[config.mk]
export PLATFORM = sky130hd
export DESIGN_NAME = ttrb_out_flat
export DESIGN_NICKNAME = d
export VERILOG_FILES = /design/src/sv/ttrb_pkg.sv /design/src/sv/ttrb_if.sv /design/src/sv/ttrb_out.sv /design/src/flat_wrapper.sv
export SDC_FILE = /design/constraint.sdc
export NUM_CORES = 1
export LEC_CHECK = 0
export ABC_AREA = 1
export BUFFER_PORTS_ARGS = -buffer_cell sky130_fd_sc_hd__buf_2
export CORE_MARGIN = 2
export CORE_UTILIZATION = 49
export DETAILED_ROUTE_END_ITERATION = 8
export HOLD_SLACK_MARGIN = 0.1
export PLACE_DENSITY_LB_ADDON = 0.15
export SKIP_CTS_REPAIR_TIMING = 1
export SLEW_MARGIN = 20
export SYNTH_ARGS = -nofsm -noshare
export SYNTH_HDL_FRONTEND = slang
export SYNTH_SLANG_ARGS = --single-unit
[constraint.sdc]
create_clock -name clk_i -period 8 [get_ports clk_i]
set_input_delay 0.4 -clock clk_i [delete_from_list [all_inputs] [get_ports clk_i]]
set_output_delay 0.4 -clock clk_i [all_outputs]
set_load 0.01 [all_outputs]
[src/sv/ttrb_pkg.sv]
package ttrb_pkg;

  localparam int CHANNELS      = 4;
  localparam int DEPTH         = 1024;
  localparam int SAMPLE_FIELDS = 4;
  localparam int WORD_W        = 32;
  localparam int ROW_W         = $clog2(DEPTH);
  localparam int LEN_W         = ROW_W + 1;
  localparam int ROW_DATA_W    = CHANNELS * WORD_W;
  localparam int CNT_W         = 17;
  localparam int POST_W        = 16;
  localparam int RLEN_W        = 11;
  localparam int FIELD_ROW_W   = 10;
  localparam int PHASE_W       = 2;
  localparam int PADDR_W       = 3;
  localparam int PDATA_W       = 32;
  localparam int RLEN_RESET    = 1024;

  localparam logic [PHASE_W-1:0] PH_IDLE      = 2'd0;
  localparam logic [PHASE_W-1:0] PH_TRACING   = 2'd1;
  localparam logic [PHASE_W-1:0] PH_STOP_SEEN = 2'd2;
  localparam logic [PHASE_W-1:0] PH_FINISHED  = 2'd3;

  localparam logic REG_POST_STOP = 1'b0;
  localparam logic REG_RING_LEN  = 1'b1;

  localparam logic MODE_TICK = 1'b0;
  localparam logic MODE_READ = 1'b1;

  typedef logic [WORD_W-1:0] word_t;

  typedef struct packed {
    logic [PHASE_W-1:0]     phase;
    logic [FIELD_ROW_W-1:0] rows;
    logic                   row_valid;
  } meta_t;

endpackage

[src/sv/ttrb_if.sv]


interface ttrb_out_if import ttrb_pkg::*; ();
  logic                   valid;
  logic                   ready;
  logic [PHASE_W-1:0]     trace_phase_out;
  logic [FIELD_ROW_W-1:0] stored_rows;
  logic                   row_valid;
  logic [WORD_W-1:0]      data_0;
  logic [WORD_W-1:0]      data_1;
  logic [WORD_W-1:0]      data_2;
  logic [WORD_W-1:0]      data_3;

  modport source (
    output valid, trace_phase_out, stored_rows, row_valid,
    output data_0, data_1, data_2, data_3,
    input  ready
  );
  modport sink (
    input  valid, trace_phase_out, stored_rows, row_valid,
    input  data_0, data_1, data_2, data_3,
    output ready
  );
endinterface

[src/sv/ttrb_out.sv]
module ttrb_out import ttrb_pkg::*; (
  input  logic                  clk_i,
  input  logic                  rst_ni,
  input  logic                  item_go_i,
  input  meta_t                 meta_i,
  input  logic [ROW_DATA_W-1:0] row_i,
  output logic                  ready_o,
  ttrb_out_if.source            res
);

  logic  a_valid_q, a_valid_d;
  logic  b_valid_q, b_valid_d;
  meta_t a_meta_q;
  meta_t b_meta_q;
  word_t b_data_q [SAMPLE_FIELDS];
  logic  b_load;

  assign b_load  = a_valid_q && (!b_valid_q || res.ready);
  assign ready_o = !a_valid_q || b_load;

  always_comb begin
    a_valid_d = a_valid_q;
    if (item_go_i) begin
      a_valid_d = 1'b1;
    end else if (b_load) begin
      a_valid_d = 1'b0;
    end
    b_valid_d = b_valid_q;
    if (b_load) begin
      b_valid_d = 1'b1;
    end else if (res.ready) begin
      b_valid_d = 1'b0;
    end
  end

  always_ff @(posedge clk_i or negedge rst_ni) begin
    if (!rst_ni) begin
      a_valid_q <= 1'b0;
      b_valid_q <= 1'b0;
    end else begin
      a_valid_q <= a_valid_d;
      b_valid_q <= b_valid_d;
    end
  end

  always_ff @(posedge clk_i) begin
    if (item_go_i) begin
      a_meta_q <= meta_i;
    end
    if (b_load) begin
      b_meta_q <= a_meta_q;
      for (int c = 0; c < SAMPLE_FIELDS; c++) begin
        if (c < CHANNELS && a_meta_q.row_valid) begin
          b_data_q[c] <= row_i[(c % CHANNELS)*WORD_W +: WORD_W];
        end else begin
          b_data_q[c] <= '0;
        end
      end
    end
  end

  assign res.valid           = b_valid_q;
  assign res.trace_phase_out = b_meta_q.phase;
  assign res.stored_rows     = b_meta_q.rows;
  assign res.row_valid       = b_meta_q.row_valid;
  assign res.data_0          = b_data_q[0];
  assign res.data_1          = b_data_q[1];
  assign res.data_2          = b_data_q[2];
  assign res.data_3          = b_data_q[3];

endmodule

[src/flat_wrapper.sv]
// flat-port wrapper written by rule: the top's interface ports become plain ports
module ttrb_out_flat import ttrb_pkg::*;
  (clk_i, rst_ni, item_go_i, meta_i, row_i, ready_o, res_valid, res_trace_phase_out, res_stored_rows, res_row_valid, res_data_0, res_data_1, res_data_2, res_data_3, res_ready);
  ttrb_out_if res_i ();
  input  logic clk_i;
  input  logic rst_ni;
  input  logic item_go_i;
  input  meta_t meta_i;
  input  logic [ROW_DATA_W-1:0] row_i;
  output logic ready_o;
  output wire logic [$bits(res_i.valid)-1:0] res_valid;
  output wire logic [$bits(res_i.trace_phase_out)-1:0] res_trace_phase_out;
  output wire logic [$bits(res_i.stored_rows)-1:0] res_stored_rows;
  output wire logic [$bits(res_i.row_valid)-1:0] res_row_valid;
  output wire logic [$bits(res_i.data_0)-1:0] res_data_0;
  output wire logic [$bits(res_i.data_1)-1:0] res_data_1;
  output wire logic [$bits(res_i.data_2)-1:0] res_data_2;
  output wire logic [$bits(res_i.data_3)-1:0] res_data_3;
  input wire logic [$bits(res_i.ready)-1:0] res_ready;
  assign res_valid = res_i.valid;
  assign res_trace_phase_out = res_i.trace_phase_out;
  assign res_stored_rows = res_i.stored_rows;
  assign res_row_valid = res_i.row_valid;
  assign res_data_0 = res_i.data_0;
  assign res_data_1 = res_i.data_1;
  assign res_data_2 = res_i.data_2;
  assign res_data_3 = res_i.data_3;
  assign res_i.ready = res_ready;
  ttrb_out u_core (.clk_i(clk_i), .rst_ni(rst_ni), .item_go_i(item_go_i), .meta_i(meta_i), .row_i(row_i), .ready_o(ready_o), .res(res_i));
endmodule
==> flow_summary.toml, run 1 <==
[outcome]
status = "finished clean"

[worst_setup_path]
crit_fanout = 96
cp.arrival_ns = 2.44
worstSetupPathType = "register to register"
crit_family = "simple AND/OR/NAND/NOR gates"
critPathSlowestCell = "nand2_4"
crit_path_start_kind = "register"
cp_common_cell = "nand2_4"
cp.buffers_inverters = 2
crit_path_max_incr_delay_ns = 0.58
crit_path_end_kind = "register"
critPathRequiredTime_ns = 8.17
cp_cell_sequence = "nand2_2, nand2_4, inv_2, nand2_4, nand2_1, inv_1"

[power]
ir_worst_vdd_mv = 0.1230
pwr-share-clk_pct = 37.0
p_int_mw = 1.541
seqPwrFrac_pct = 49.4
power_density_nw_per_um2 = 264.7
comb_power_share_pct = 13.6
swShare_pct = 25.38
power.leakage_nw = 4.218
p_switching_mw = 0.5240

[yosys]
synth_cell_type_count = 15
yosysWarnings = 0
synth_top_area_share_pct = 64.32
synth_seq_area_share_pct = 76.45
synth_top_area_cell = "edfxtp_1"
syn-cell-area_um2 = 5695
synth_area_per_cell_um2 = 11.74
syn_nets = 630
syn_inst = 485
synth.area.top_cells = "edfxtp_1 64%, dfxtp_1 11%, inv_1 8.8%"
ys_seq_elements = 156

[route]
drt.antenna.violating_nets = 0
vias = 4204
via_per_inst = 4.511
wl_mm = 13.43
drtIter0Drc = 286
wire_per_inst_um = 14.41
route.detailed.drc = 0
first_pass_iters = 4

[timing]
fin_setup_tns_ns = 0
worst_slack_ns = 5.723
slew_headroom_pct = 36.93
worstMarginPinSlew_ns = 0.9460
fmaxAchievable_ghz = 0.4391
period_needed_ns = 2.277
hold_violations = 0
fin_crit_sh_pct = 28.47
rsz0062_at_grt = "no"
finalSetupViolCount = 0
finClkSkew_ns = 0.01145
slew_viol_final = 0

[floorplanning]
initial_core_util_pct = 50.09
core_area_um2 = 11370
fp.dieH_um = 111.8
ios = 288
fp.dieArea_um2 = 12500
die-width_um = 111.8
row_count = 39

[place]
placed_cells = 899
dpl.hpwl_mm = 9.748
gp_congestion = 0.8046
pre_cts_slack_ns = 5.591
placed_area_um2 = 7209
port_buffers = 287

[grt]
grt_antenna_before_repair = 0
grt_first_pass_wirelength_mm = 20.22
grt_pass1_vias = 4034
grt_max_degree = 97
grt.total_usage_pct = 21.27
gr-total-overflow = 0

[layout]
fin_nets = 921
fillers = 879
antenna_cells = 0
final_cell_area_um2 = 7799
drive_gt1_share_pct = 41.83
layout_common_cells = "287 x buf_2, 132 x inv_1, 130 x nand2_1"
syn2layout_area_growth_pct = 36.93
layoutNonFillerInstCount = 932
mostFrequentLayoutCell = "buf_2"

[clocking]
clock-root-buffer = "clkbuf_16"
clk_path_buf_depth = 2
clock-sinks = 156
cts_tree = "yes"
cts_max_level = 4
clk_latency_ns = 0.42
path_clk_slew_ns = 0.06
cts_buffers = 17

[flow_run]
cap_violations = 0

[worst_hold_path]
hold_path.class = "input pin to register"
==> Yosys cell counts, drive strengths merged <==
cell type,count
dfrtp,2
clkbuf,5
edfxtp,122
inv,139
dfxtp,32
a21oi,6
nor2,6
nand2,133
nand3,2
o21ai,26
buf,12
==> area by class of cell <==
type | instances | area (um^2) | share of cell area, %
sequential | 156 | 4354 | 55.83
tap | 143 | 178.9 | 2.294
multi-input combinational | 173 | 714.4 | 9.161
clock inverter | 12 | 113.9 | 1.460
clock buffer | 20 | 456.7 | 5.856
timing repair buffer | 289 | 1458 | 18.69
inverter | 139 | 523.0 | 6.706
==> through the flow <==
step	hold slack (ns)	power [mW]	util, %
6_report	0.1520	2.065	68.59
5_1_grt	0.1313	2.155	68.59
4_1_cts	-0.2475	2.083	68.43
3_5_place_dp	0.1981	1.322	63.41
3_3_place_gp	0.1967	1.310	63.41
2_1_floorplan	0.1044	1.177	-
==> layer usage <==
layer  part of all wire, %  up-vias  global-route usage, %
met2                    51      211                  36.24
met4                   3.4        0                  10.86
met1                    37     1902                  23.55
met5                     0        -                      0
li1                      -     2057                      -
met3                   8.9       34                  7.567
==> power groups by stage <==
stage / combinational (mW) / sequential [mW] / clock [mW]
2_1_floorplan: 0.0968 / 1.08 / 0
3_3_place_gp: 0.277 / 1.03 / 0
3_5_place_dp: 0.285 / 1.04 / 0
4_1_cts: 0.285 / 1.02 / 0.776
5_1_grt: 0.312 / 1.03 / 0.815
6_report: 0.282 / 1.02 / 0.763
==> flip-flops by register name (all words and copies together), names as in the netlist <==
register / flops
u_core.a_meta_q: 13
u_core.res.trace_phase_out: 2
u_core.b_data_q: 128
u_core.res.valid: 1
u_core.res.stored_rows: 10
u_core.res.row_valid: 1
u_core.a_valid_q: 1
==> path summary, 6_finish.rpt <==
kind	from	cells after the start	end	slack (ns)
worst max register to register	u_core.res.valid$_DFFE_PN0P_	6	u_core.b_data_q[1][8]$_SDFFCE_PP0P_	5.72
min in group asynchronous	rst_ni	2	u_core.a_valid_q$_DFFE_PN0P_	0.30
worst min-delay path	meta_i[0]	1	u_core.a_meta_q[0]$_DFFE_PP_	0.15
worst min register to register	u_core.a_meta_q[10]$_DFFE_PP_	0	u_core.res.stored_rows[9]$_DFFE_PP_	0.42
max in group asynchronous	rst_ni	2	u_core.res.valid$_DFFE_PN0P_	7.59
worst max-delay path	u_core.res.valid$_DFFE_PN0P_	6	u_core.b_data_q[1][8]$_SDFFCE_PP0P_	5.72
==> worst reg2reg max path: cells and delay by family, from the launching register on <==
family	cells	cell delay, ns
AND/OR/NAND/NOR	4	1.22
flip-flops	1	0.40
buffers and inverters	2	0.40
==> cell families after synthesis <==
logic type / share of synthesized area, %
simple gates: 9.644
flops: 76.45
buf+inv: 11.09
compound gates: 2.812
Power figures use the tool's default switching activity.
==> run 2: changes to the inputs <==
--- a/config.mk
+++ b/config.mk
@@ -8,7 +8,7 @@
 export ABC_AREA = 1
 export BUFFER_PORTS_ARGS = -buffer_cell sky130_fd_sc_hd__buf_2
 export CORE_MARGIN = 2
-export CORE_UTILIZATION = 49
+export CORE_UTILIZATION = 45
 export DETAILED_ROUTE_END_ITERATION = 8
 export HOLD_SLACK_MARGIN = 0.1
 export PLACE_DENSITY_LB_ADDON = 0.15
==> constraint.sdc (replaced) <==
create_clock -name clk_i -period 2.3 [get_ports clk_i]
set_input_delay 0.115 -clock clk_i [delete_from_list [all_inputs] [get_ports clk_i]]
set_output_delay 0.115 -clock clk_i [all_outputs]
set_load 0.01 [all_outputs]
==> flow_summary.toml, run 2 (synthesized netlist as in run 1, its figures left out) <==
[worst_hold_path]
hold_path.class = "input pin to register"
min_delay_path_depth = 3
worst_hold_path.endpoint = "u_core.a_valid_q$_DFFE_PN0P_"
hp-start = "item_go_i"

[timing]
hold_ws_ns = 0.1013
fin_setup_tns_ns = 0
fmaxAchievable_ghz = 0.5143
finalSetupViolCount = 0
rsz0062_at_grt = "no"
slew_viol_final = 0
hold_violations = 0
worstMarginPinSlew_ns = 0.5200
finClkSkew_ns = 0.007047
worst_slack_ns = 0.3556
period_needed_ns = 1.944
fin_crit_sh_pct = 84.54
slew_headroom_pct = 65.33

[power]
ir_worst_vdd_mv = 0.5726
power.leakage_nw = 4.863
power_density_nw_per_um2 = 802.8
report.power.total_mw = 7.488

[worst_setup_path]
worstSetupPathType = "input pin to register"
rr_worst_depth = 7
cp.arrival_ns = 2.21
critPathRequiredTime_ns = 2.57
crit_path_start_kind = "input pin"
cp-startpoint = "res_ready"
crit_fanout = 96
crit_path_max_incr_delay_ns = 0.54
crit_path_end_kind = "register"
rrSetupSlack_ns = 0.40
critPathSlowestCell = "dlygate4sd3_1"
timing.rr.end = "u_core.b_data_q[0][2]$_SDFFCE_PP0P_"
reg2reg_from = "u_core.res.valid$_DFFE_PN0P_"
cp_cell_sequence = "dlygate4sd3_1, buf_2, inv_1, nand2_2, nand2_4, inv_2, nand2_4, buf_12, nand2_1, inv_1"

[route]
drt.antenna.violating_nets = 0
wire_per_inst_um = 14.21
drtIter0Drc = 335
vias = 4779
via_per_inst = 4.321
first_pass_iters = 4
route.detailed.drc = 0
wl_mm = 15.72

[floorplanning]
fp.dieH_um = 116.5
ios = 288
initial_core_util_pct = 45.69
fp.dieArea_um2 = 13570
core_area_um2 = 12470
die-width_um = 116.5
row_count = 41

[place]
port_buffers = 287
pre_cts_slack_ns = 0.4764
dpl.hpwl_mm = 9.281
placed_cells = 930
gp_congestion = 0.7669
placed_area_um2 = 7288

[grt]
grt_max_degree = 97
gr-total-overflow = 0
grt_first_pass_wirelength_mm = 18.95
grt.total_usage_pct = 18.74
grt_pass1_vias = 3989
grt_antenna_before_repair = 0

[layout]
final_cell_area_um2 = 9328
regMostFlops = "u_core.b_data_q"
drive_gt1_share_pct = 35.44
largest_register_ff_count = 128
layout_common_cells = "287 x buf_2, 144 x dlygate4sd3_1, 132 x inv_1"
antenna_cells = 0
mostFrequentLayoutCell = "buf_2"
syn2layout_area_growth_pct = 63.77
postLayoutCoreUtil_pct = 74.83
layoutNonFillerInstCount = 1106
fin_nets = 1066

[clocking]
clock-root-buffer = "clkbuf_16"
cts_tree = "yes"
path_clk_slew_ns = 0.06
cts_buffers = 17
clk_path_buf_depth = 2
cts_max_level = 4
clock-sinks = 156
clk_latency_ns = 0.41

[flow_run]
cap_violations = 0

[outcome]
status = "finished clean"
run 2: cell types whose count changed in the layout (fill, tap and decap cells not counted), moves of 2 or more:
cell,before,now
buf_12,0,2
clkinv_4,3,1
clkbuf_16,17,20
inv_6,2,0
clkinvlp_4,4,1
dlygate4sd3_1,1,144
inv_4,0,5
clkinv_2,3,0
run 2: how the worst max path moves through the flow:
stage | to | depth (start not counted)
4_1_cts | u_core.b_data_q[1][12]$_SDFFCE_PP0P_ | 7
2_1_floorplan | u_core.b_data_q[0][0]$_SDFFCE_PP0P_ | 4
6_report | u_core.b_data_q[0][2]$_SDFFCE_PP0P_ | 10
5_1_grt | u_core.b_data_q[0][2]$_SDFFCE_PP0P_ | 10
3_5_place_dp | u_core.b_data_q[1][12]$_SDFFCE_PP0P_ | 7
3_3_place_gp | u_core.b_data_q[1][12]$_SDFFCE_PP0P_ | 7
run 2: critical path, delay by kind of cell:
kind,cells,cell delay (ns)
simple gates,4,0.65
buf+inv,6,1.39
run 2: power breakdown:
part | leakage, nW | switching, mW | internal, mW | total (mW)
clock network | 0.304 | 1.06 | 1.68 | 2.74
registers | 1.48 | 0.112 | 3.43 | 3.54
logic | 3.07 | 0.661 | 0.545 | 1.21
run 2: final cells by class:
class | count | area [um^2]
well taps | 172 | 215.2
fillers | 800 | 3138
clock inverters | 6 | 40.04
multi-input cells | 173 | 709.4
clock buffers | 26 | 558.0
repair buffers | 434 | 2925
flip-flops and latches | 156 | 4354
inverters | 139 | 525.5
run 2: layer usage:
layer	GRT usage (%)	vias up	share of wire, %
met3	7.109	34	8.7
li1	-	2345	-
met1	20.48	2174	36
met5	0	-	0
met2	32.05	226	53
met4	9.286	0	2.4
