<file path="src/sv/ttrb_pkg.sv">
package ttrb_pkg;

  localparam int CHANNELS      = 4;
  localparam int DEPTH         = 1024;
  localparam int SAMPLE_FIELDS = 4;
  localparam int WORD_W        = 32;
  localparam int ROW_W         = $clog2(DEPTH);
  localparam int LEN_W         = ROW_W + 1;
  localparam int ROW_DATA_W    = CHANNELS * WORD_W;
  localparam int CNT_W         = 17;
  localparam int POST_W        = 16;
  localparam int RLEN_W        = 11;
  localparam int FIELD_ROW_W   = 10;
  localparam int PHASE_W       = 2;
  localparam int PADDR_W       = 3;
  localparam int PDATA_W       = 32;
  localparam int RLEN_RESET    = 1024;

  localparam logic [PHASE_W-1:0] PH_IDLE      = 2'd0;
  localparam logic [PHASE_W-1:0] PH_TRACING   = 2'd1;
  localparam logic [PHASE_W-1:0] PH_STOP_SEEN = 2'd2;
  localparam logic [PHASE_W-1:0] PH_FINISHED  = 2'd3;

  localparam logic REG_POST_STOP = 1'b0;
  localparam logic REG_RING_LEN  = 1'b1;

  localparam logic MODE_TICK = 1'b0;
  localparam logic MODE_READ = 1'b1;

  typedef logic [WORD_W-1:0] word_t;

  typedef struct packed {
    logic [PHASE_W-1:0]     phase;
    logic [FIELD_ROW_W-1:0] rows;
    logic                   row_valid;
  } meta_t;

endpackage

</file>
<file path="src/sv/ttrb_ctrl.sv">
module ttrb_ctrl import ttrb_pkg::*; (
  input  logic                   clk_i,
  input  logic                   rst_ni,
  input  logic                   tick_go_i,
  input  logic                   read_go_i,
  input  logic                   start_trigger_i,
  input  logic                   stop_trigger_i,
  input  word_t                  sample_i [SAMPLE_FIELDS],
  input  logic [FIELD_ROW_W-1:0] read_row_i,
  input  logic [POST_W-1:0]      post_stop_samples_i,
  input  logic [RLEN_W-1:0]      ring_length_i,
  input  logic                   ring_clear_i,
  output logic                   wr_en_o,
  output logic [ROW_W-1:0]       wr_addr_o,
  output logic [ROW_DATA_W-1:0]  wr_data_o,
  output logic [ROW_W-1:0]       rd_addr_o,
  output meta_t                  meta_o
);

  logic [PHASE_W-1:0] phase_q, phase_d;
  logic [CNT_W-1:0]   cnt_q, cnt_d, old_cnt;
  logic [ROW_W-1:0]   write_q, write_d;
  logic [ROW_W-1:0]   oldest_q, oldest_d;
  logic [LEN_W-1:0]   len;
  logic [LEN_W-1:0]   held_now, held_next;
  logic [LEN_W-1:0]   rd_sum;

  function automatic logic [ROW_W-1:0] ring_next(input logic [ROW_W-1:0] p,
                                                 input logic [LEN_W-1:0] l);
    logic [LEN_W-1:0] n;
    n = LEN_W'(p) + LEN_W'(1);
    return (n >= l) ? '0 : n[ROW_W-1:0];
  endfunction

  function automatic logic [LEN_W-1:0] rows_held(input logic [ROW_W-1:0] w,
                                                 input logic [ROW_W-1:0] o,
                                                 input logic [LEN_W-1:0] l);
    logic [LEN_W-1:0] r;
    if (w >= o) begin
      r = LEN_W'(w) - LEN_W'(o);
    end else begin
      r = LEN_W'(w) + l - LEN_W'(o);
    end
    return r;
  endfunction

  always_comb begin
    if (32'(ring_length_i) > DEPTH) begin
      len = LEN_W'(DEPTH);
    end else if (ring_length_i < RLEN_W'(2)) begin
      len = LEN_W'(2);
    end else begin
      len = LEN_W'(ring_length_i);
    end
  end

  always_comb begin
    phase_d  = phase_q;
    cnt_d    = cnt_q;
    old_cnt  = cnt_q;
    write_d  = write_q;
    oldest_d = oldest_q;
    wr_en_o  = 1'b0;
    if (ring_clear_i) begin
      write_d  = '0;
      oldest_d = '0;
    end else if (tick_go_i) begin
      if (phase_d == PH_IDLE && start_trigger_i) begin
        phase_d = PH_TRACING;
      end
      if (phase_d == PH_TRACING && stop_trigger_i) begin
        phase_d = PH_STOP_SEEN;
        cnt_d   = '0;
      end
      if (phase_d == PH_STOP_SEEN) begin
        old_cnt = cnt_d;
        if (cnt_d != '1) begin
          cnt_d = cnt_d + CNT_W'(1);
        end
        if (old_cnt >= CNT_W'(post_stop_samples_i)) begin
          phase_d = PH_FINISHED;
        end
      end
      if (phase_d == PH_TRACING || phase_d == PH_STOP_SEEN) begin
        wr_en_o = 1'b1;
        write_d = ring_next(write_q, len);
        if (write_d == oldest_q) begin
          oldest_d = ring_next(oldest_q, len);
        end
      end
    end
  end

  always_comb begin
    wr_data_o = '0;
    for (int c = 0; c < CHANNELS; c++) begin
      if (c < SAMPLE_FIELDS) begin
        wr_data_o[c*WORD_W +: WORD_W] = sample_i[c % SAMPLE_FIELDS];
      end
    end
  end

  assign wr_addr_o = write_q;

  assign held_now  = rows_held(write_q, oldest_q, len);
  assign held_next = rows_held(write_d, oldest_d, len);

  assign rd_sum    = LEN_W'(oldest_q) + LEN_W'(read_row_i);
  assign rd_addr_o = (rd_sum >= len) ? ROW_W'(rd_sum - len) : rd_sum[ROW_W-1:0];

  assign meta_o.phase     = phase_d;
  assign meta_o.rows      = FIELD_ROW_W'(held_next);
  assign meta_o.row_valid = read_go_i && (32'(read_row_i) < 32'(held_now));

  always_ff @(posedge clk_i or negedge rst_ni) begin
    if (!rst_ni) begin
      phase_q  <= PH_IDLE;
      cnt_q    <= '0;
      write_q  <= '0;
      oldest_q <= '0;
    end else begin
      phase_q  <= phase_d;
      cnt_q    <= cnt_d;
      write_q  <= write_d;
      oldest_q <= oldest_d;
    end
  end

endmodule

</file>
<file path="config.mk">
export PLATFORM = sky130hd
export DESIGN_NAME = ttrb_ctrl
export DESIGN_NICKNAME = d
export VERILOG_FILES = /design/src/sv/ttrb_pkg.sv /design/src/sv/ttrb_ctrl.sv
export SDC_FILE = /design/constraint.sdc
export NUM_CORES = 1
export LEC_CHECK = 0
export CAP_MARGIN = 20
export CELL_PAD_IN_SITES_DETAIL_PLACEMENT = 0
export CELL_PAD_IN_SITES_GLOBAL_PLACEMENT = 1
export CORE_ASPECT_RATIO = 0.9
export CORE_MARGIN = 8
export CORE_UTILIZATION = 43
export CTS_BUF_LIST = sky130_fd_sc_hd__clkbuf_4
export CTS_CLUSTER_DIAMETER = 100
export DETAILED_ROUTE_END_ITERATION = 6
export DONT_BUFFER_PORTS = 1
export GPL_TIMING_DRIVEN = 1
export HOLD_SLACK_MARGIN = 0.05
export PLACE_DENSITY = 0.81
export SYNTH_ARGS = -nofsm -noshare
export SYNTH_HDL_FRONTEND = slang
export SYNTH_SLANG_ARGS = --single-unit
</file>
<file path="constraint.sdc">
create_clock -name clk_i -period 9.25 [get_ports clk_i]
set_input_delay 1.85 -clock clk_i [delete_from_list [all_inputs] [get_ports clk_i]]
set_output_delay 1.85 -clock clk_i [all_outputs]
set_load 0.005 [all_outputs]
</file>
==> flow_summary.ini, run 1 <==
[worst_setup_path]
crit_slowest_cell = fa_1
ff2ff_path_depth = 17
worst-path-stages = 26
start_kind = input pin
r2r-start = wr_addr_o[1]$_DFF_PN0_
r2r_setup_slack_ns = 4.78
cp_num_buf_inv = 4
critPathArrivalTime_ns = 7.09
cp_top_family = compound AO/OA/AOI/OAI gates
max_stage_delay_ns = 0.47
required_ns = 7.40
crit_end = meta_o[10]
critPathMaxFanout = 8
path_common_cell = buf_4
startpoint = ring_length_i[7]
path_class = input pin to primary output
end_kind = primary output
timing.rr.end = oldest_q[7]$_DFF_PN0_

[yosys]
synth_area_leaders = ha_1, buf_4, dfrtp_1
synth_edf_count = 0
yosysUniqueCellTypes = 73
syn_area_sq_um = 8328
async_flop_share_pct = 100.0
ys_ff_latch = 39
synth_area_per_cell_sq_um = 7.894
ys_seq_area_share_pct = 11.72
syn-num-nets = 1362
synthCells = 1055
yosysTopAreaCell = ha_1
yosysWarnings = 0
synth_top_area_share_pct = 16.83
ys.flop_type = dfrtp_1

[floorplanning]
start_util_pct = 43.61
die_x_microns = 162.7
ios = 334
die-area_sq_um = 24080
rows = 48
core_area_sq_um = 19100
dieHeight_microns = 148.0

[final_layout]
final_cells = 1206
fin_util_pct = 41.94
layout-drive-gt1-share_pct = 9.634
fillers = 1994
syn_to_final_growth_pct = -3.831
final_cell_area_sq_um = 8009
final_nets = 1261

[clocking]
clock_sinks = 39
cts_tree = built
cts_hold_buf = 0
clk_latency_ns = 0.37
clockRootBuffer = clkbuf_4
htreeDepth = 2
clk_pin_slew_ns = 0.13
clockBufferDepth = 2
cts_buffers = 5

[global_routing]
overflow = 0
grt_max_degree = 40
grt_pass1_wl_mm = 36.69
grtUsageTotal_pct = 18.90
grt_pass1_vias = 6805
grt_antenna_before_repair = 1

[place]
postPlaceCellArea_sq_um = 7849
numPortBuffers = 0
gp_congestion = 0.9158
dp_hpwl_mm = 19.23
placed_cells = 1191

[power_and_ir_drop]
finalPower_mw = 1.395
p_sw_uw = 693.1
p_int_uw = 701.6
swShare_pct = 49.69
pwr-share-seq_pct = 16.1
p_per_area_nw_per_um2 = 174.1
pwr-share-comb_pct = 77.0
power_leakage_nw = 3.799
clkPwrFrac_pct = 7.0
ir_worst_vdd_uv = 143.8

[routing]
first_pass_iters = 5
wl_per_cell_microns = 19.16
vias = 6797
vias_per_cell = 5.636
routed_wl_mm = 23.11
drt-initial-drc-count = 414
ant_nets = 0
drc = 0

[timing]
slew_violations = 0
whs_ns = 0.5302
fin_skew_ns = 0.008437
fin_crit_sh_pct = 96.67
hold_viol_final = 0
slew_headroom_pct = 55.25
tightest_slew_ns = 0.6544
fin_crit_ns = 8.942
max_freq_ghz = 0.1118
rsz0062_at_grt = yes
setup_viol = 0

[status]
outcome = finished, final reports clean

[job]
maxCapViolations = 0

[hold_path]
hold_path.class = flip-flop to flip-flop
==> how the worst min path moves through the flow <==
stage                               from              endpoint  slack [ns]  cells past startpoint
floorplan           cnt_q[8]$_DFFE_PN0P_  cnt_q[8]$_DFFE_PN0P_        0.45                      1
CTS                 cnt_q[8]$_DFFE_PN0P_  cnt_q[8]$_DFFE_PN0P_        0.52                      1
detailed placement  cnt_q[8]$_DFFE_PN0P_  cnt_q[8]$_DFFE_PN0P_        0.51                      1
finish              cnt_q[8]$_DFFE_PN0P_  cnt_q[8]$_DFFE_PN0P_        0.53                      1
global placement    cnt_q[8]$_DFFE_PN0P_  cnt_q[8]$_DFFE_PN0P_        0.49                      1
global route        cnt_q[8]$_DFFE_PN0P_  cnt_q[8]$_DFFE_PN0P_        0.56                      1
==> repair_timing <==
item                       4_1_cts  5_1_grt
gates resized for setup          2       14
pin swaps                        0        7
buffers inserted                 0        6
setup endpoints to repair        2       10
==> final cells by class <==
class / count / area (sq um) / share of cell area (%)
inverter: 123 / 461.7 / 5.765
clock inverter: 2 / 12.51 / 0.1562
antenna: 1 / 2.502 / 0.03125
tap: 250 / 312.8 / 3.906
timing repair buffer: 39 / 309.0 / 3.859
sequential: 39 / 975.9 / 12.19
multi-input combinational: 746 / 5889 / 73.54
clock buffer: 6 / 45.04 / 0.5624
==> synth_stat cells, types with 5 or more instances <==
cell,instances
nor4_1,7
o211ai_1,8
xnor2_1,45
nand4_1,12
ha_1,112
o31ai_1,8
and3_1,15
a21o_1,23
xor2_1,25
a21boi_0,5
nor3_1,23
a41oi_1,5
nor2b_1,10
o21a_1,14
nand3_1,28
a21oi_1,58
a211o_1,5
a211oi_1,7
nand2b_1,8
inv_1,121
mux2i_1,10
nor2_1,62
fa_1,23
and2_1,17
a311oi_1,7
dfrtp_1,39
nand2_1,63
buf_4,130
o21ai_1,5
clkbuf_1,12
mux2_2,9
o21ai_0,43
or2_2,14
a31oi_1,7
==> power by group through the flow <==
stage	clock [mW]	sequential, mW	combinational [mW]
floorplan	0	0.211	0.832
CTS	0.0992	0.224	1.05
global placement	0	0.227	1.03
global route	0.106	0.227	1.21
detailed placement	0	0.228	1.04
finish	0.0973	0.224	1.07
==> logic make-up (layout without fill, tap and decap cells) <==
logic type	after synthesis	in the layout	share of synthesized area, %
simple gates	282	282	17.77
buf+inv	270	170	18.18
compound gates	239	239	19.92
fa+ha+maj	135	135	22.36
xor+xnor	71	71	7.632
flops	39	39	11.72
mux	19	19	2.419
other cells	0	1	0
==> per-layer routing <==
layer / up-vias / wire [microns] / track usage (%)
li1: 3368 / - / -
met1: 3156 / 11050 / 26.05
met2: 202 / 10060 / 29.27
met3: 71 / 1254 / 2.613
met4: 0 / 739 / 7.287
met5: - / 0 / 0
==> through the flow <==
stage                 TNS, ns  setup WS, ns
floorplan                   0        0.2536
global placement            0       0.05706
detailed placement  -0.006094     -0.006094
CTS                         0       0.01076
global route         -0.02046      -0.02046
finish                      0        0.3076
==> registers in the layout, summed over array words and instances (netlist names) <==
| name | cells |
|---|---|
| cnt_q | 17 |
| oldest_q | 10 |
| wr_addr_o | 10 |
| phase_q | 2 |
==> worst register-to-register path, cell delays in order (launching register included) <==
cell,delay (ns)
dfrtp_1,0.62
ha_1,0.30
nand4_1,0.18
or2_1,0.28
xnor2_1,0.28
inv_1,0.15
ha_1,0.31
and3_1,0.18
a22oi_1,0.23
o211ai_2,0.15
a21o_1,0.23
buf_4,0.18
o211a_1,0.22
a2bb2oi_1,0.14
buf_4,0.17
buf_4,0.16
a311oi_1,0.41
a41o_1,0.20
==> cells in the final DEF (no fill, tap or decap), types with 6 or more instances in the layout <==
cell,synthesis,layout
inv_1,121,121
and2_1,17,17
fa_1,23,22
and3_1,15,14
nand2_1,63,63
clkbuf_4,0,6
nor2_1,62,62
nand4_1,12,12
xor2_1,25,25
nor3_1,23,23
o21ai_0,43,39
a31oi_1,7,7
a21oi_1,58,56
buf_4,130,37
nor2b_1,10,10
nand3_1,28,28
a211oi_1,7,6
mux2_2,9,9
ha_1,112,112
nand2b_1,8,8
o21a_1,14,14
mux2i_1,10,10
o21ai_1,5,8
dfrtp_1,39,39
nor4_1,7,6
xnor2_1,45,45
or2_2,14,14
o211ai_1,8,8
a21o_1,23,23
o31ai_1,8,8
Note: power is estimated with default switching activity, not from simulation.
==> run 2: changes to the inputs <==
==> constraint.sdc (replaced) <==
create_clock -name clk_i -period 9.25 [get_ports clk_i]
set_input_delay 1.85 -clock clk_i [delete_from_list [all_inputs] [get_ports clk_i]]
set_output_delay 1.85 -clock clk_i [all_outputs]
set_load 0.01 [all_outputs]
==> run 2 against run 1 <==
Largest power group unchanged. Worst setup slack worse by 0.10 ns. Largest cell class unchanged. Routed wire length up 1.9%. Cell count up 1.1%. Critical path depth down 1. Clock skew up 0.0052 ns. Critical path type unchanged. Sequential share of layout area down 0.18 points.
==> flow_summary.ini, run 2 (synthesis results as in run 1) <==
[worst_setup_path]
path_common_cell = buf_4
path_class = input pin to primary output
end_kind = primary output
crit_slowest_cell = or3b_2
start_kind = input pin
critPathArrivalTime_ns = 7.19
required_ns = 7.40
critPathMaxFanout = 5
max_stage_delay_ns = 0.47

[timing]
max_freq_ghz = 0.1106
tightest_slew_ns = 0.6960
fin_skew_ns = 0.01359
slew_violations = 0
slew_headroom_pct = 52.40
hold_viol_final = 0
fin_crit_ns = 9.044
setup_viol = 0
fin_crit_sh_pct = 97.77
whs_ns = 0.5230

[routing]
wl_per_cell_microns = 19.31
routed_wl_mm = 23.54
vias_per_cell = 5.672
drt-initial-drc-count = 466
vias = 6914
drc = 0
first_pass_iters = 6
ant_nets = 0

[global_routing]
overflow = 0
grt_antenna_before_repair = 1
grt_pass1_wl_mm = 37.09
grt_pass1_vias = 6875
grtUsageTotal_pct = 19.07
grt_max_degree = 40

[place]
numPortBuffers = 0
dp_hpwl_mm = 19.47
gp_congestion = 0.9371

[power_and_ir_drop]
clkPwrFrac_pct = 6.3
power_leakage_nw = 3.866
p_per_area_nw_per_um2 = 179.0
swShare_pct = 50.14
pwr-share-comb_pct = 78.8
pwr-share-seq_pct = 14.9
p_int_uw = 725.4
ir_worst_vdd_uv = 124.4
p_sw_uw = 729.4
finalPower_mw = 1.455

[final_layout]
final_nets = 1274
final_common_cell = inv_1
syn_to_final_growth_pct = -2.404
fillers = 1985
largest_reg_flops = 17
layout-drive-gt1-share_pct = 11.16
regMostFlops = cnt_q
layout_common_cells = inv_1, ha_1, nand2_1

[clocking]
cts_tree = built
clockRootBuffer = clkbuf_4
clk_pin_slew_ns = 0.13
cts_buffers = 5
clk_latency_ns = 0.36
htreeDepth = 2
clockBufferDepth = 2
clock_sinks = 39

[floorplanning]
start_util_pct = 43.61
rows = 48
dieHeight_microns = 148.0
die-area_sq_um = 24080
core_area_sq_um = 19100
ios = 334
die_x_microns = 162.7

[job]
maxCapViolations = 0

[status]
outcome = finished, final reports clean

[hold_path]
hold_path.class = flip-flop to flip-flop
[run 2: cell count changes in the layout (fill, tap and decap cells not counted), sizes merged]
cell and delta:
clkbuf -1, buf +13, clkinv +1
[run 2: power by group through the flow]
| stage | Clock (mW) | Combinational (mW) | Sequential (mW) |
|---|---|---|---|
| 3_5_place_dp | 0 | 1.10 | 0.220 |
| 6_report | 0.0911 | 1.15 | 0.217 |
| 5_1_grt | 0.104 | 1.29 | 0.222 |
| 3_3_place_gp | 0 | 1.10 | 0.220 |
| 2_1_floorplan | 0 | 0.872 | 0.212 |
| 4_1_cts | 0.0962 | 1.12 | 0.216 |
[run 2: layout make-up]
| cell class | count | area (sq um) | area share, % |
|---|---|---|---|
| tap | 250 | 312.8 | 3.849 |
| antenna | 1 | 2.502 | 0.03079 |
| timing repair buffer | 52 | 392.9 | 4.834 |
| clock inverter | 3 | 20.02 | 0.2463 |
| clock buffer | 5 | 37.54 | 0.4618 |
| inverter | 123 | 461.7 | 5.680 |
| sequential | 39 | 975.9 | 12.01 |
| multi-input combinational | 746 | 5924 | 72.89 |
[run 2: path summary, 6_finish.rpt]
check / startpoint / end / slack (ns) / depth (start not counted)
worst max-delay path: ring_length_i[4] / meta_o[10] / 0.21 / 25
min in group asynchronous: rst_ni / cnt_q[1]$_DFFE_PN0P_ / 1.17 / 0
max in group asynchronous: rst_ni / wr_addr_o[7]$_DFF_PN0_ / 7.97 / 0
worst min register to register: cnt_q[8]$_DFFE_PN0P_ / cnt_q[8]$_DFFE_PN0P_ / 0.52 / 1
worst min-delay path: cnt_q[8]$_DFFE_PN0P_ / cnt_q[8]$_DFFE_PN0P_ / 0.52 / 1
worst max register to register: wr_addr_o[2]$_DFF_PN0_ / oldest_q[6]$_DFF_PN0_ / 4.92 / 15
[run 2: metal layers]
| metal | vias to the layer above | track usage, % | share of wire (%) |
|---|---|---|---|
| met1 | 3279 | 26.48 | 48 |
| met2 | 186 | 29.93 | 45 |
| met5 | - | 0 | 0 |
| met4 | 0 | 6.599 | 2.4 |
| li1 | 3389 | - | - |
| met3 | 60 | 2.252 | 4.2 |
[run 2: what timing repair did]
action	in CTS	in global routing
setup endpoints to repair	4	10
pin swaps	1	19
endpoints found under the hold margin	0	0
gates resized for setup	5	18
cloned	0	2
buffers inserted	0	6
hold buffers	0	0
[run 2: critical path: cells and delay by family]
| family | cells | cell delay [ns] |
|---|---|---|
| compound gates | 9 | 2.13 |
| xor+xnor | 1 | 0.17 |
| fa+ha+maj | 3 | 0.97 |
| buf+inv | 5 | 0.61 |
| mux | 1 | 0.12 |
| simple gates | 6 | 1.32 |
[run 2: metrics by stage]
step | TNS (ns) | util (%) | std cells | cell area [sq um] | worst slack (ns)
after floorplan | 0 | - | 1055 | 8328 | 0.2011
after global placement | -0.03998 | 41.46 | 1202 | 7919 | -0.03998
after detailed placement | -0.06828 | 41.46 | 1202 | 7919 | -0.06828
after CTS | 0 | 41.83 | 1210 | 7989 | 0.03971
after global routing | -0.05526 | 42.56 | 1219 | 8128 | -0.05526
final | 0 | 42.56 | 1219 | 8128 | 0.2062
==> run 3: changes to the inputs <==
- RECOVER_POWER: default -> 25
==> run 3 against run 2 <==
Core utilization decreased by 0.059 points. Largest power group unchanged. Register-to-register slack got worse by 0.14 ns. Sequential share of layout area about the same. Critical path type unchanged.
==> flow_summary.ini, run 3 (synthesis results as in run 1) <==
[worst_setup_path]
path_class = input pin to primary output
required_ns = 7.40
critPathArrivalTime_ns = 7.19
ff2ff_path_depth = 16
r2r_setup_slack_ns = 4.78
r2r-start = wr_addr_o[4]$_DFF_PN0_
end_kind = primary output
critPathMaxFanout = 5
start_kind = input pin
timing.rr.end = oldest_q[6]$_DFF_PN0_

[global_routing]
grt_antenna_before_repair = 1
grt_pass1_vias = 6875
grtUsageTotal_pct = 19.07
overflow = 0
grt_max_degree = 40
grt_pass1_wl_mm = 37.09

[hold_path]
hold_path.class = flip-flop to flip-flop
whs_path_depth = 1
whs_endpoint = cnt_q[8]$_DFFE_PN0P_
hold_start = cnt_q[8]$_DFFE_PN0P_

[timing]
hold_viol_final = 0
max_freq_ghz = 0.1106
fin_skew_ns = 0.01376
fin_crit_ns = 9.041
fin_crit_sh_pct = 97.74
slew_headroom_pct = 50.69
setup_tns_ns = 0
setup_viol = 0
tightest_slew_ns = 0.7210
slew_violations = 0

[status]
outcome = finished, final reports clean

[clocking]
clockRootBuffer = clkbuf_4
cts_hold_buf = 0
clk_latency_ns = 0.36
clk_pin_slew_ns = 0.13
clockBufferDepth = 2
cts_buffers = 5
clock_sinks = 39
cts_tree = built
htreeDepth = 2

[final_layout]
fillers = 1990
fin_util_pct = 42.50
final_cells = 1219
layout_common_cells = inv_1, ha_1, nand2_1
regMostFlops = cnt_q
layout-drive-gt1-share_pct = 10.85
syn_to_final_growth_pct = -2.539
final_nets = 1274
largest_reg_flops = 17
final_common_cell = inv_1

[floorplanning]
die-area_sq_um = 24080
dieHeight_microns = 148.0
core_area_sq_um = 19100
die_x_microns = 162.7
start_util_pct = 43.61
ios = 334
rows = 48

[routing]
drc = 0
first_pass_iters = 4
vias_per_cell = 5.650
routed_wl_mm = 23.49
ant_nets = 0
drt-initial-drc-count = 445
wl_per_cell_microns = 19.27
vias = 6887

[place]
gp_congestion = 0.9371
placed_cells = 1202
numPortBuffers = 0
dp_hpwl_mm = 19.47

[power_and_ir_drop]
ir_worst_vdd_uv = 124.4
p_per_area_nw_per_um2 = 179.1
power_leakage_nw = 3.853

[job]
maxCapViolations = 0
-- run 3: metal layers --
metal	routed length (microns)	track usage (%)	up-vias
met5	0	0	-
met4	570	6.599	0
met3	1023	2.252	60
met2	10590	29.93	175
met1	11300	26.48	3259
li1	-	-	3393
-- run 3: metrics by stage --
stage / setup WS [ns] / hold slack (ns) / power [mW] / area [sq um]
6_report: 0.2093 / 0.5265 / 1.454 / 8117
5_1_grt: -0.05526 / 0.5716 / 1.613 / 8117
4_1_cts: 0.03971 / 0.5377 / 1.430 / 7989
3_5_place_dp: -0.06828 / 0.5143 / 1.324 / 7919
3_3_place_gp: -0.03998 / 0.4918 / 1.317 / 7919
2_1_floorplan: 0.2011 / 0.4517 / 1.085 / 8328
-- run 3: repair_timing --
item | in CTS | in global routing
setup buffers | 0 | 6
endpoints found under the setup margin | 4 | 10
gates resized for setup | 5 | 18
pin swaps | 1 | 19
gates cloned | 0 | 2
-- run 3: final cells by class --
cell class	count	area [sq um]	share of cell area, %
flip-flops and latches	39	975.9	12.02
multi-input cells	746	5924	72.99
inverters	123	461.7	5.688
diodes	1	2.502	0.03083
repair buffers	52	381.6	4.702
well taps	250	312.8	3.854
clock inverters	3	20.02	0.2466
clock buffers	5	37.54	0.4625
-- run 3: critical path, stage by stage --
cell and delay [ns]:
nor4_4 0.29, nand3_2 0.15, o21ai_2 0.16, nand2_1 0.09, ha_1 0.29, a21o_1 0.17, a22oi_2 0.20, o211ai_2 0.15
a21o_1 0.23, o32a_1 0.19, a2111oi_4 0.39, buf_6 0.18, a211o_1 0.15, o21ai_2 0.08, fa_1 0.57, inv_1 0.05
ha_1 0.26, a21o_1 0.19, a21oi_2 0.18, o21ai_2 0.10, a2111oi_2 0.35, buf_4 0.17, nor2_1 0.05, a211oi_1 0.23
mux2i_1 0.12, xor2_1 0.17, buf_4 0.14
-- run 3: worst max path at each step --
stage,from,endpoint,slack [ns]
2_1_floorplan,start_trigger_i,meta_o[10],0.20
3_3_place_gp,ring_length_i[7],meta_o[10],-0.04
3_5_place_dp,ring_length_i[7],meta_o[10],-0.07
4_1_cts,ring_length_i[7],meta_o[10],0.04
5_1_grt,ring_length_i[4],meta_o[10],-0.06
6_report,ring_length_i[4],meta_o[10],0.21
-- run 3: power breakdown --
| part | switching, mW | total, mW | internal [mW] |
|---|---|---|---|
| logic | 0.639 | 1.15 | 0.506 |
| registers | 0.0287 | 0.217 | 0.189 |
| clock network | 0.0620 | 0.0912 | 0.0292 |
| total | 0.730 | 1.45 | 0.724 |
